`src/hdl/icmp_reply_match_queue_top_assert.svh`:
```
// ----------------------------------------------------------------------------
// icmp_reply_match_queue_top_assert.svh
// Assertion macros for the reply match queue; empty when SYNTH is defined.
// ----------------------------------------------------------------------------
`ifndef ICMP_REPLY_MATCH_QUEUE_TOP_ASSERT_SVH
`define ICMP_REPLY_MATCH_QUEUE_TOP_ASSERT_SVH

`ifndef SYNTH

// Check that prop holds at every clock edge outside reset.
`define IMRQ_ASSERT(lbl, clk, rst, prop, msg) \
  lbl: assert property (@(posedge clk) disable iff (rst) prop) else $error(msg);

// Check that expr is never true outside reset.
`define IMRQ_ASSERT_NEVER(lbl, clk, rst, expr, msg) \
  lbl: assert property (@(posedge clk) disable iff (rst) !(expr)) else $error(msg);

`else

`define IMRQ_ASSERT(lbl, clk, rst, prop, msg)

`define IMRQ_ASSERT_NEVER(lbl, clk, rst, expr, msg)

`endif

`endif

```
`src/hdl/imrq_pkg.sv`:
```
// ----------------------------------------------------------------------------
// imrq_pkg
// Shared types and constants of the reply match queue.
// ----------------------------------------------------------------------------
package imrq_pkg;

  localparam int QUEUE_SLOTS = 16;
  // One slot of the ring always stays empty, so the chain holds one less.
  localparam int CELLS = QUEUE_SLOTS - 1;

  localparam logic [1:0] MODE_PUSH = 2'd0;
  localparam logic [1:0] MODE_TAKE = 2'd1;
  localparam logic [1:0] MODE_SEND = 2'd2;

  localparam logic [1:0] STAT_ACCEPTED = 2'd0;
  localparam logic [1:0] STAT_MATCH    = 2'd1;
  localparam logic [1:0] STAT_NO_MATCH = 2'd2;

  typedef struct packed {
    logic [31:0] addr;
    logic [7:0]  kind;
    logic [7:0]  subcode;
    logic [15:0] ident;
    logic [15:0] seq;
    logic [7:0]  hops;
    logic [63:0] rtime;
  } rec_t;

  typedef struct packed {
    logic push;        // write a new record into the top cell
    logic shift;       // chain full: shift every cell down, drop the oldest
    logic scan_start;  // place the probe token on the oldest cell
    logic scan_step;   // probe the token cell, then advance the token
  } chain_ctl_t;

  typedef struct packed {
    logic settled;     // live records packed at the low end of the chain
    logic full;        // every cell holds a record
    logic hit;         // token cell holds a matching record
    logic miss;        // token ran past the last live record
  } chain_sts_t;

endpackage

```
`src/hdl/imrq_cell.sv`:
```
// ----------------------------------------------------------------------------
// imrq_cell
// One record cell: pulls from the cell above when empty or on a full shift.
// ----------------------------------------------------------------------------
module imrq_cell (
  input  logic          clk,
  input  logic          rst,
  input  imrq_pkg::rec_t up_rec,
  input  logic          up_valid,
  input  logic          dn_takes,
  input  logic          shift,
  input  logic          probe,
  input  logic [31:0]   key,
  output imrq_pkg::rec_t rec,
  output logic          valid,
  output logic          takes,
  output logic          match
);
  import imrq_pkg::*;

  assign takes = shift | ~valid;
  assign match = valid & ({rec.ident, rec.seq} == key);

  always_ff @(posedge clk) begin
    if (rst) begin
      valid <= 1'b0;
    end else if (takes) begin
      valid <= up_valid;
    end else if (dn_takes || (probe && match)) begin
      // hand the record down, or drop it on a take hit
      valid <= 1'b0;
    end
  end

  always_ff @(posedge clk) begin
    if (takes) begin
      rec <= up_rec;
    end
  end

endmodule

```
`src/hdl/imrq_chain.sv`:
```
// ----------------------------------------------------------------------------
// imrq_chain
// Row of record cells, oldest at cell 0, with a probe token for the search.
// ----------------------------------------------------------------------------
module imrq_chain (
  input  logic                 clk,
  input  logic                 rst,
  input  imrq_pkg::chain_ctl_t ctl,
  input  imrq_pkg::rec_t       new_rec,
  input  logic [31:0]          key,
  output imrq_pkg::chain_sts_t sts,
  output imrq_pkg::rec_t       sel_rec
);
  import imrq_pkg::*;

  rec_t             rec_q [CELLS];
  logic [CELLS-1:0] valid;
  logic [CELLS-1:0] takes;
  logic [CELLS-1:0] match;
  logic [CELLS-1:0] token;
  logic             settled;

  for (genvar i = 0; i < CELLS; i++) begin : g_cell
    rec_t up_rec;
    logic up_valid;
    logic dn_takes;

    if (i == CELLS - 1) begin : g_top
      assign up_rec   = new_rec;
      assign up_valid = ctl.push;
    end else begin : g_mid
      assign up_rec   = rec_q[i+1];
      assign up_valid = valid[i+1];
    end

    if (i == 0) begin : g_bot
      assign dn_takes = 1'b0;
    end else begin : g_upper
      assign dn_takes = takes[i-1];
    end

    imrq_cell u_cell (
      .clk      (clk),
      .rst      (rst),
      .up_rec   (up_rec),
      .up_valid (up_valid),
      .dn_takes (dn_takes),
      .shift    (ctl.shift),
      .probe    (ctl.scan_step & token[i]),
      .key      (key),
      .rec      (rec_q[i]),
      .valid    (valid[i]),
      .takes    (takes[i]),
      .match    (match[i])
    );
  end

  always_ff @(posedge clk) begin
    if (rst) begin
      token <= '0;
    end else if (ctl.scan_start) begin
      token <= CELLS'(1);
    end else if (ctl.scan_step) begin
      token <= token << 1;
    end
  end

  // Packed when no empty cell sits below a live one.
  always_comb begin
    settled = 1'b1;
    for (int i = 0; i < CELLS - 1; i++) begin
      if (!valid[i] && valid[i+1]) begin
        settled = 1'b0;
      end
    end
  end

  always_comb begin
    sel_rec = '0;
    for (int i = 0; i < CELLS; i++) begin
      if (token[i]) begin
        sel_rec = rec_q[i];
      end
    end
  end

  assign sts.settled = settled;
  assign sts.full    = settled & valid[CELLS-1];
  assign sts.hit     = |(token & match);
  assign sts.miss    = ~(|token) | (|(token & ~valid));

endmodule

```
`src/hdl/icmp_reply_match_queue_top.sv`:
```
// ----------------------------------------------------------------------------
// icmp_reply_match_queue_top
// Queue of received ICMP reply records with keyed removal and RTT report.
// ----------------------------------------------------------------------------
// Sequence: a push or send-time word passes to DONE and then to the output
// register; a take walks the token through SCAN from the oldest record, then
// goes through CALC on a hit, or straight to DONE on no match.
// Throughput: one word at a time; after a push or a hit the chain re-packs one
// cell per cycle, and the next word waits until the chain is packed.
// Reset: synchronous, active high; empties the chain and zeroes the send time.
// ----------------------------------------------------------------------------
`include "icmp_reply_match_queue_top_assert.svh"

module icmp_reply_match_queue_top (
  input  logic        clk,
  input  logic        rst,
  input  logic        in_valid,
  output logic        in_ready,
  input  logic [1:0]  mode,
  input  logic [31:0] peer_addr,
  input  logic [7:0]  msg_kind,
  input  logic [7:0]  msg_subcode,
  input  logic [15:0] ident,
  input  logic [15:0] sequence_req,
  input  logic [7:0]  hop_limit,
  input  logic [63:0] time_us,
  output logic        out_valid,
  input  logic        out_ready,
  output logic [1:0]  status,
  output logic [31:0] out_addr,
  output logic [7:0]  out_kind,
  output logic [7:0]  out_subcode,
  output logic [15:0] out_sequence,
  output logic [7:0]  out_hop_limit,
  output logic [63:0] round_trip_us
);
  import imrq_pkg::*;

  typedef enum logic [1:0] {
    IDLE,   // wait for a word and a packed chain
    SCAN,   // walk the token from the oldest record upward
    CALC,   // form the round-trip time of the hit
    DONE    // hand the result to the output register
  } state_t;

  state_t     state;
  chain_ctl_t ctl;
  chain_sts_t sts;
  rec_t       new_rec;
  rec_t       sel_rec;
  logic       accept;

  // Held result, waiting for the output register.
  logic [1:0]  res_status;
  logic [31:0] res_addr;
  logic [7:0]  res_kind;
  logic [7:0]  res_subcode;
  logic [15:0] res_sequence;
  logic [7:0]  res_hops;
  logic [63:0] res_rtt;
  logic [63:0] hit_time;
  logic [63:0] send_time;
  // Search key of the take, held for the whole scan.
  logic [31:0] take_key;

  // Accept only on a packed chain: a push needs the top cell free.
  assign in_ready = (state == IDLE) && sts.settled;
  assign accept   = in_valid && in_ready;

  assign new_rec.addr    = peer_addr;
  assign new_rec.kind    = msg_kind;
  assign new_rec.subcode = msg_subcode;
  assign new_rec.ident   = ident;
  assign new_rec.seq     = sequence_req;
  assign new_rec.hops    = hop_limit;
  assign new_rec.rtime   = time_us;

  // A push into a full chain shifts every cell down and drops the oldest.
  assign ctl.push       = accept && (mode == MODE_PUSH);
  assign ctl.shift      = ctl.push && sts.full;
  assign ctl.scan_start = accept && (mode == MODE_TAKE);
  assign ctl.scan_step  = (state == SCAN);

  imrq_chain u_chain (
    .clk     (clk),
    .rst     (rst),
    .ctl     (ctl),
    .new_rec (new_rec),
    .key     (take_key),
    .sts     (sts),
    .sel_rec (sel_rec)
  );

  always_ff @(posedge clk) begin
    if (rst) begin
      state     <= IDLE;
      out_valid <= 1'b0;
      send_time <= '0;
    end else begin
      // Drop the word once taken, unless a new one loads at this edge.
      if (out_ready && (state != DONE)) begin
        out_valid <= 1'b0;
      end
      case (state)
        IDLE: begin
          if (accept) begin
            // Every result but a hit carries zero fields.
            res_status   <= STAT_ACCEPTED;
            res_addr     <= '0;
            res_kind     <= '0;
            res_subcode  <= '0;
            res_sequence <= '0;
            res_hops     <= '0;
            res_rtt      <= '0;
            take_key     <= {ident, sequence_req};
            case (mode)
              MODE_TAKE: begin
                state <= SCAN;
              end
              MODE_SEND: begin
                send_time <= time_us;
                state     <= DONE;
              end
              default: begin
                state <= DONE;
              end
            endcase
          end
        end
        SCAN: begin
          if (sts.hit) begin
            // The cell drops the record at this edge; the chain re-packs.
            res_status   <= STAT_MATCH;
            res_addr     <= sel_rec.addr;
            res_kind     <= sel_rec.kind;
            res_subcode  <= sel_rec.subcode;
            res_sequence <= sel_rec.seq;
            res_hops     <= sel_rec.hops;
            hit_time     <= sel_rec.rtime;
            state        <= CALC;
          end else if (sts.miss) begin
            res_status <= STAT_NO_MATCH;
            state      <= DONE;
          end
        end
        CALC: begin
          res_rtt <= (hit_time > send_time) ? (hit_time - send_time) : '0;
          state   <= DONE;
        end
        DONE: begin
          if (!out_valid || out_ready) begin
            status        <= res_status;
            out_addr      <= res_addr;
            out_kind      <= res_kind;
            out_subcode   <= res_subcode;
            out_sequence  <= res_sequence;
            out_hop_limit <= res_hops;
            round_trip_us <= res_rtt;
            out_valid     <= 1'b1;
            state         <= IDLE;
          end
        end
        default: begin
          state <= IDLE;
        end
      endcase
    end
  end

  // The token walk relies on a packed chain: nothing may move during a scan.
  `IMRQ_ASSERT(a_scan_packed, clk, rst, (state == SCAN) |-> sts.settled, "chain moved during scan")
  // A hit and a no-match status never come from the same probe.
  `IMRQ_ASSERT(a_hit_first, clk, rst, (state == SCAN) && sts.hit |=> (state == CALC), "hit not taken")
  // Only a hit carries record fields.
  `IMRQ_ASSERT(a_zero_fields, clk, rst, out_valid && (status != STAT_MATCH) |-> (out_addr == '0) && (round_trip_us == '0), "fields set without hit")
  // The status code is one of the three defined ones.
  `IMRQ_ASSERT_NEVER(a_status_code, clk, rst, out_valid && (status == 2'd3), "undefined status")

endmodule

```
`config.mk`:
```
export PLATFORM = sky130hd
export DESIGN_NAME = icmp_reply_match_queue_top
export DESIGN_NICKNAME = d
export VERILOG_FILES = /design/src/hdl/imrq_pkg.sv /design/src/hdl/imrq_cell.sv /design/src/hdl/imrq_chain.sv /design/src/hdl/icmp_reply_match_queue_top.sv
export VERILOG_INCLUDE_DIRS = /design/src /design/src/hdl
export SDC_FILE = /design/constraint.sdc
export NUM_CORES = 2
export LEC_CHECK = 0
export BUFFER_PORTS_ARGS = -buffer_cell sky130_fd_sc_hd__buf_2
export CAP_MARGIN = 20
export CORE_MARGIN = 4
export CORE_UTILIZATION = 56
export CTS_CLUSTER_SIZE = 8
export DETAILED_ROUTE_END_ITERATION = 8
export PLACE_DENSITY = 0.87
export SYNTH_ARGS = -nofsm -noshare
export SYNTH_HDL_FRONTEND = slang
export SYNTH_SLANG_ARGS = --single-unit
export TNS_END_PERCENT = 10
```
`constraint.sdc`:
```
create_clock -name clk -period 13.2 [get_ports clk]
set_input_delay 1.32 -clock clk [delete_from_list [all_inputs] [get_ports clk]]
set_output_delay 1.32 -clock clk [all_outputs]
set_load 0.005 [all_outputs]
```
==> impl_metrics.py <==
metrics = {
    "floorplanning": {
        "io_pins": 298,
        "dieArea_mm2": 0.200,
        "std_cell_rows": 160,
        "die_extent_in_x_um": 447,
        "floorplan.initialDensity": 0.565,
        "die_h_um": 447,
        "core_area_mm2": 0.191,
    },
    "worst_setup_path": {
        "cp-startpoint": "u_chain.g_cell[1].u_cell.valid",
        "r2r-start": "u_chain.g_cell[1].u_cell.valid",
        "worst_path_most_repeated_cell": "sky130_fd_sc_hd__buf_4",
        "path_max_fanout": 62,
        "critical_path.cell_chain": "a21oi_1 > nor2_1 > nand4_1 > nor4_1 > nand2_1 > nor3_1 > nand2_1 > buf_4 > nand2_4 > buf_4 > buf_4",
        "depth_of_the_worst_register_to_register_path": 11,
        "worst-endpoint-required_ns": 13.76,
        "cp_data_arrival_time_ns": 5.77,
        "timing.critical_path.to_type": "register",
        "r2r-end": "u_chain.g_cell[12].u_cell.rec[123]",
        "slowest_stage": "sky130_fd_sc_hd__buf_4",
        "ff2ff_setup_slack_ns": 7.99,
        "critical_path.startpoint_type": "register",
        "worst_path_largest_cell_delay_ns": 0.86,
        "setup.worst_path.class": "reg -> reg",
    },
    "clock_network": {
        "root_buffer_master": "sky130_fd_sc_hd__clkbuf_16",
        "post_cts_setup_driven_buffer_insertion_count": 0,
        "tritoncts.num_buffers": 395,
        "clock_tree_from_tritoncts": "yes",
        "cts-htree-levels": 5,
        "clock_latency_ns": 1.00,
        "holdBufCountCts": 0,
        "clock_sink_count": 2749,
        "clock_tree.buffer_depth": 4,
        "cts_repair_resize_count": 0,
        "clk_pin_slew_ns": 0.05,
    },
    "global_routing": {
        "via_count_of_the_first_global_routing_pass": 70000,
        "grtUsageTotal": 0.329,
        "largest_net_degree_at_the_start_of_global_routing": 139,
        "grt_first_pass_wirelength_mm": 483,
        "grt_antenna_before_repair": 20,
        "grt_overflow": 0,
    },
    "cells_and_area": {
        "nNetsFinal": 7591,
        "finalInstanceArea_mm2": 0.123,
        "non_filler_instance_count_after_layout": 10000,
        "drive_above_1_share": 0.122,
        "areaGrowthSynthToFinish_pct": 13.7,
        "post-route-util": 0.643,
    },
    "timing": {
        "layout_setup_ws_ns": 7.99,
        "number_of_hold_slack_violations_in_the_final_timing_report": 0,
        "setup_viol_count_final": 0,
        "max_slew_margin": 0.175,
        "period_minus_slack_ns": 5.21,
        "achievable_freq_mhz": 192,
        "fin_setup_tns_ns": 0,
        "timing_max_transition_violations_final": 0,
        "worst-slew-pin-transition_ns": 1.24,
        "finalCritPeriodShare": 0.395,
        "rsz0062_at_grt": "false",
        "fin_skew_ns": 0.137,
    },
    "placement": {
        "port_buffer_cells": 297,
        "gp_congestion": 1.00,
        "dpl-instance-area_mm2": 0.112,
        "place.detailed.hpwl_mm": 200,
        "worst_setup_slack_post_dpl_ns": 8.08,
        "place_inst": 9475,
    },
    "detailed_routing": {
        "vias_per_cell": 7.10,
        "detail_route.iter0.violations": 13100,
        "routed_wire_length_per_instance_um": 33.3,
        "drt.antenna.violating_nets": 0,
        "detailroute.via_count": 71200,
        "remaining_drc_errors": 0,
        "routed_wl_mm": 334,
        "dr.pass1.iters": 7,
    },
    "synthesis": {
        "synthDominantAreaCellType": "sky130_fd_sc_hd__edfxtp_1",
        "synth_area_leaders": "sky130_fd_sc_hd__edfxtp_1 (74%), sky130_fd_sc_hd__xor2_1 (3.0%), sky130_fd_sc_hd__a221oi_1 (2.7%)",
        "synth-edff-count": 2652,
        "syn-cell-area_mm2": 0.108,
        "synth_top_area_frac": 0.738,
        "synth.distinct_cells": 78,
        "ys_warn_count": 0,
        "synth_flop_cell": "sky130_fd_sc_hd__edfxtp_1",
        "postSynth.asyncResetShare": 0,
        "post_synth_inst_count": 7013,
        "synth-seq-area-share": 0.756,
        "synth_area_per_cell_um2": 15.4,
        "flip_flop_and_latch_count_after_synthesis": 2749,
        "synth_nets": 7240,
    },
    "run_status": {
        "outcome": "finished clean",
    },
    "min_path": {
        "hold_path_depth": 0,
        "hold_path_class": "reg -> reg",
        "whs_endpoint": "u_chain.g_cell[7].u_cell.rec[58]",
        "timing.hold.worst.start": "u_chain.g_cell[8].u_cell.rec[58]",
    },
    "power": {
        "static_leakage_power_nw": 43.1,
        "cellPowerDensity_mw_per_mm2": 176,
        "ir_worst_vdd_uv": 113,
    },
    "run": {
        "cap_violations": 0,
    },
}
stage by stage:
step	hold WS (ns)	total power, W
after floorplan	0.400	0.0119
after global placement	0.404	0.0125
after detailed placement	0.405	0.0126
after CTS	0.379	0.0215
after global routing	0.394	0.0221
final	0.380	0.0216
flip-flops by register name (all words and copies together) (netlist names), 2 cells and up:
signal / count
u_chain.g_cell.u_cell.rec: 2280
hit_time: 64
res_rtt: 64
round_trip_us: 64
send_time: 64
out_addr: 32
res_addr: 32
take_key: 32
out_sequence: 16
res_sequence: 16
u_chain.g_cell.u_cell.valid: 15
u_chain.token: 15
out_hop_limit: 8
out_kind: 8
out_subcode: 8
res_hops: 8
res_kind: 8
res_subcode: 8
res_status: 2
state: 2
status: 2
how the worst max path moves through the flow:
stage,end,depth (start not counted)
5_1_grt,u_chain.g_cell[12].u_cell.rec[119],12
4_1_cts,hit_time[1],11
3_3_place_gp,u_chain.g_cell[3].u_cell.rec[1],11
2_1_floorplan,out_addr[0],3
6_report,u_chain.g_cell[12].u_cell.rec[123],11
3_5_place_dp,u_chain.g_cell[3].u_cell.rec[10],8
worst max-delay path, delay by kind of cell (launching register included):
family / cells / cell delay [ns]
buffers and inverters: 3 / 2.01
flip-flops: 1 / 0.53
AND/OR/NAND/NOR: 7 / 1.98
AO/OA/AOI/OAI: 1 / 0.13
layout make-up:
| cell class | count | area, µm² |
|---|---|---|
| clock buffers | 523 | 10500 |
| well taps | 2511 | 3140 |
| clock inverters | 12 | 140 |
| flip-flops and latches | 2749 | 81600 |
| repair buffers | 423 | 2540 |
| fillers | 12100 | 68200 |
| multi-input cells | 3690 | 24400 |
| diodes | 10 | 25.0 |
| inverters | 105 | 403 |
cell usage after synthesis (all sizes together) (19+ instances only):
library cell	number
a211oi	114
a21o	42
a21oi	431
a221o	26
a221oi	339
a22o	19
a22oi	41
buf	87
clkbuf	382
dfxtp	97
edfxtp	2652
ha	68
inv	101
mux2i	83
nand2	485
nand3	34
nand3b	93
nand4	75
nor2	225
nor3	80
nor4	100
o211ai	51
o21ai	366
o221ai	92
o22ai	234
xnor2	165
xor2	364
per-layer routing:
metal | vias up | GRT usage | wire [µm]
met4 | 16 | 0.161 | 19800
met2 | 7318 | 0.502 | 151000
li1 | 28200 | - | -
met5 | - | 0 | 91
met3 | 1167 | 0.0876 | 47700
met1 | 34400 | 0.442 | 116000
cells in the final DEF (no fill, tap or decap), types with 100 or more instances in the layout:
master / n
sky130_fd_sc_hd__xor2_1: 364
sky130_fd_sc_hd__o21ai_0: 360
sky130_fd_sc_hd__nor4_1: 100
sky130_fd_sc_hd__a221oi_1: 338
sky130_fd_sc_hd__nand2_1: 467
sky130_fd_sc_hd__clkbuf_16: 400
sky130_fd_sc_hd__a211oi_1: 113
sky130_fd_sc_hd__buf_2: 296
sky130_fd_sc_hd__o22ai_1: 234
sky130_fd_sc_hd__clkbuf_1: 122
sky130_fd_sc_hd__xnor2_1: 165
sky130_fd_sc_hd__buf_4: 120
sky130_fd_sc_hd__a21oi_1: 427
sky130_fd_sc_hd__edfxtp_1: 2652
sky130_fd_sc_hd__nor2_1: 217
where the power goes:
group          internal, W  switching, W  leakage, nW
combinational     0.000402      0.000885         9.61
clock              0.00544       0.00358         5.15
sequential          0.0107      0.000655         28.4
logic make-up after synthesis:
| family | Yosys count | synth area share |
|---|---|---|
| adders and majority gates | 69 | 0.00806 |
| AOI/OAI and AO/OA | 1829 | 0.113 |
| muxes | 85 | 0.00790 |
| and+or+nand+nor | 1178 | 0.0520 |
| buffers and inverters | 574 | 0.0206 |
| DFF | 2749 | 0.756 |
| xor gates and xnor gates | 529 | 0.0429 |
No activity file was read; power rests on OpenSTA's default activity.
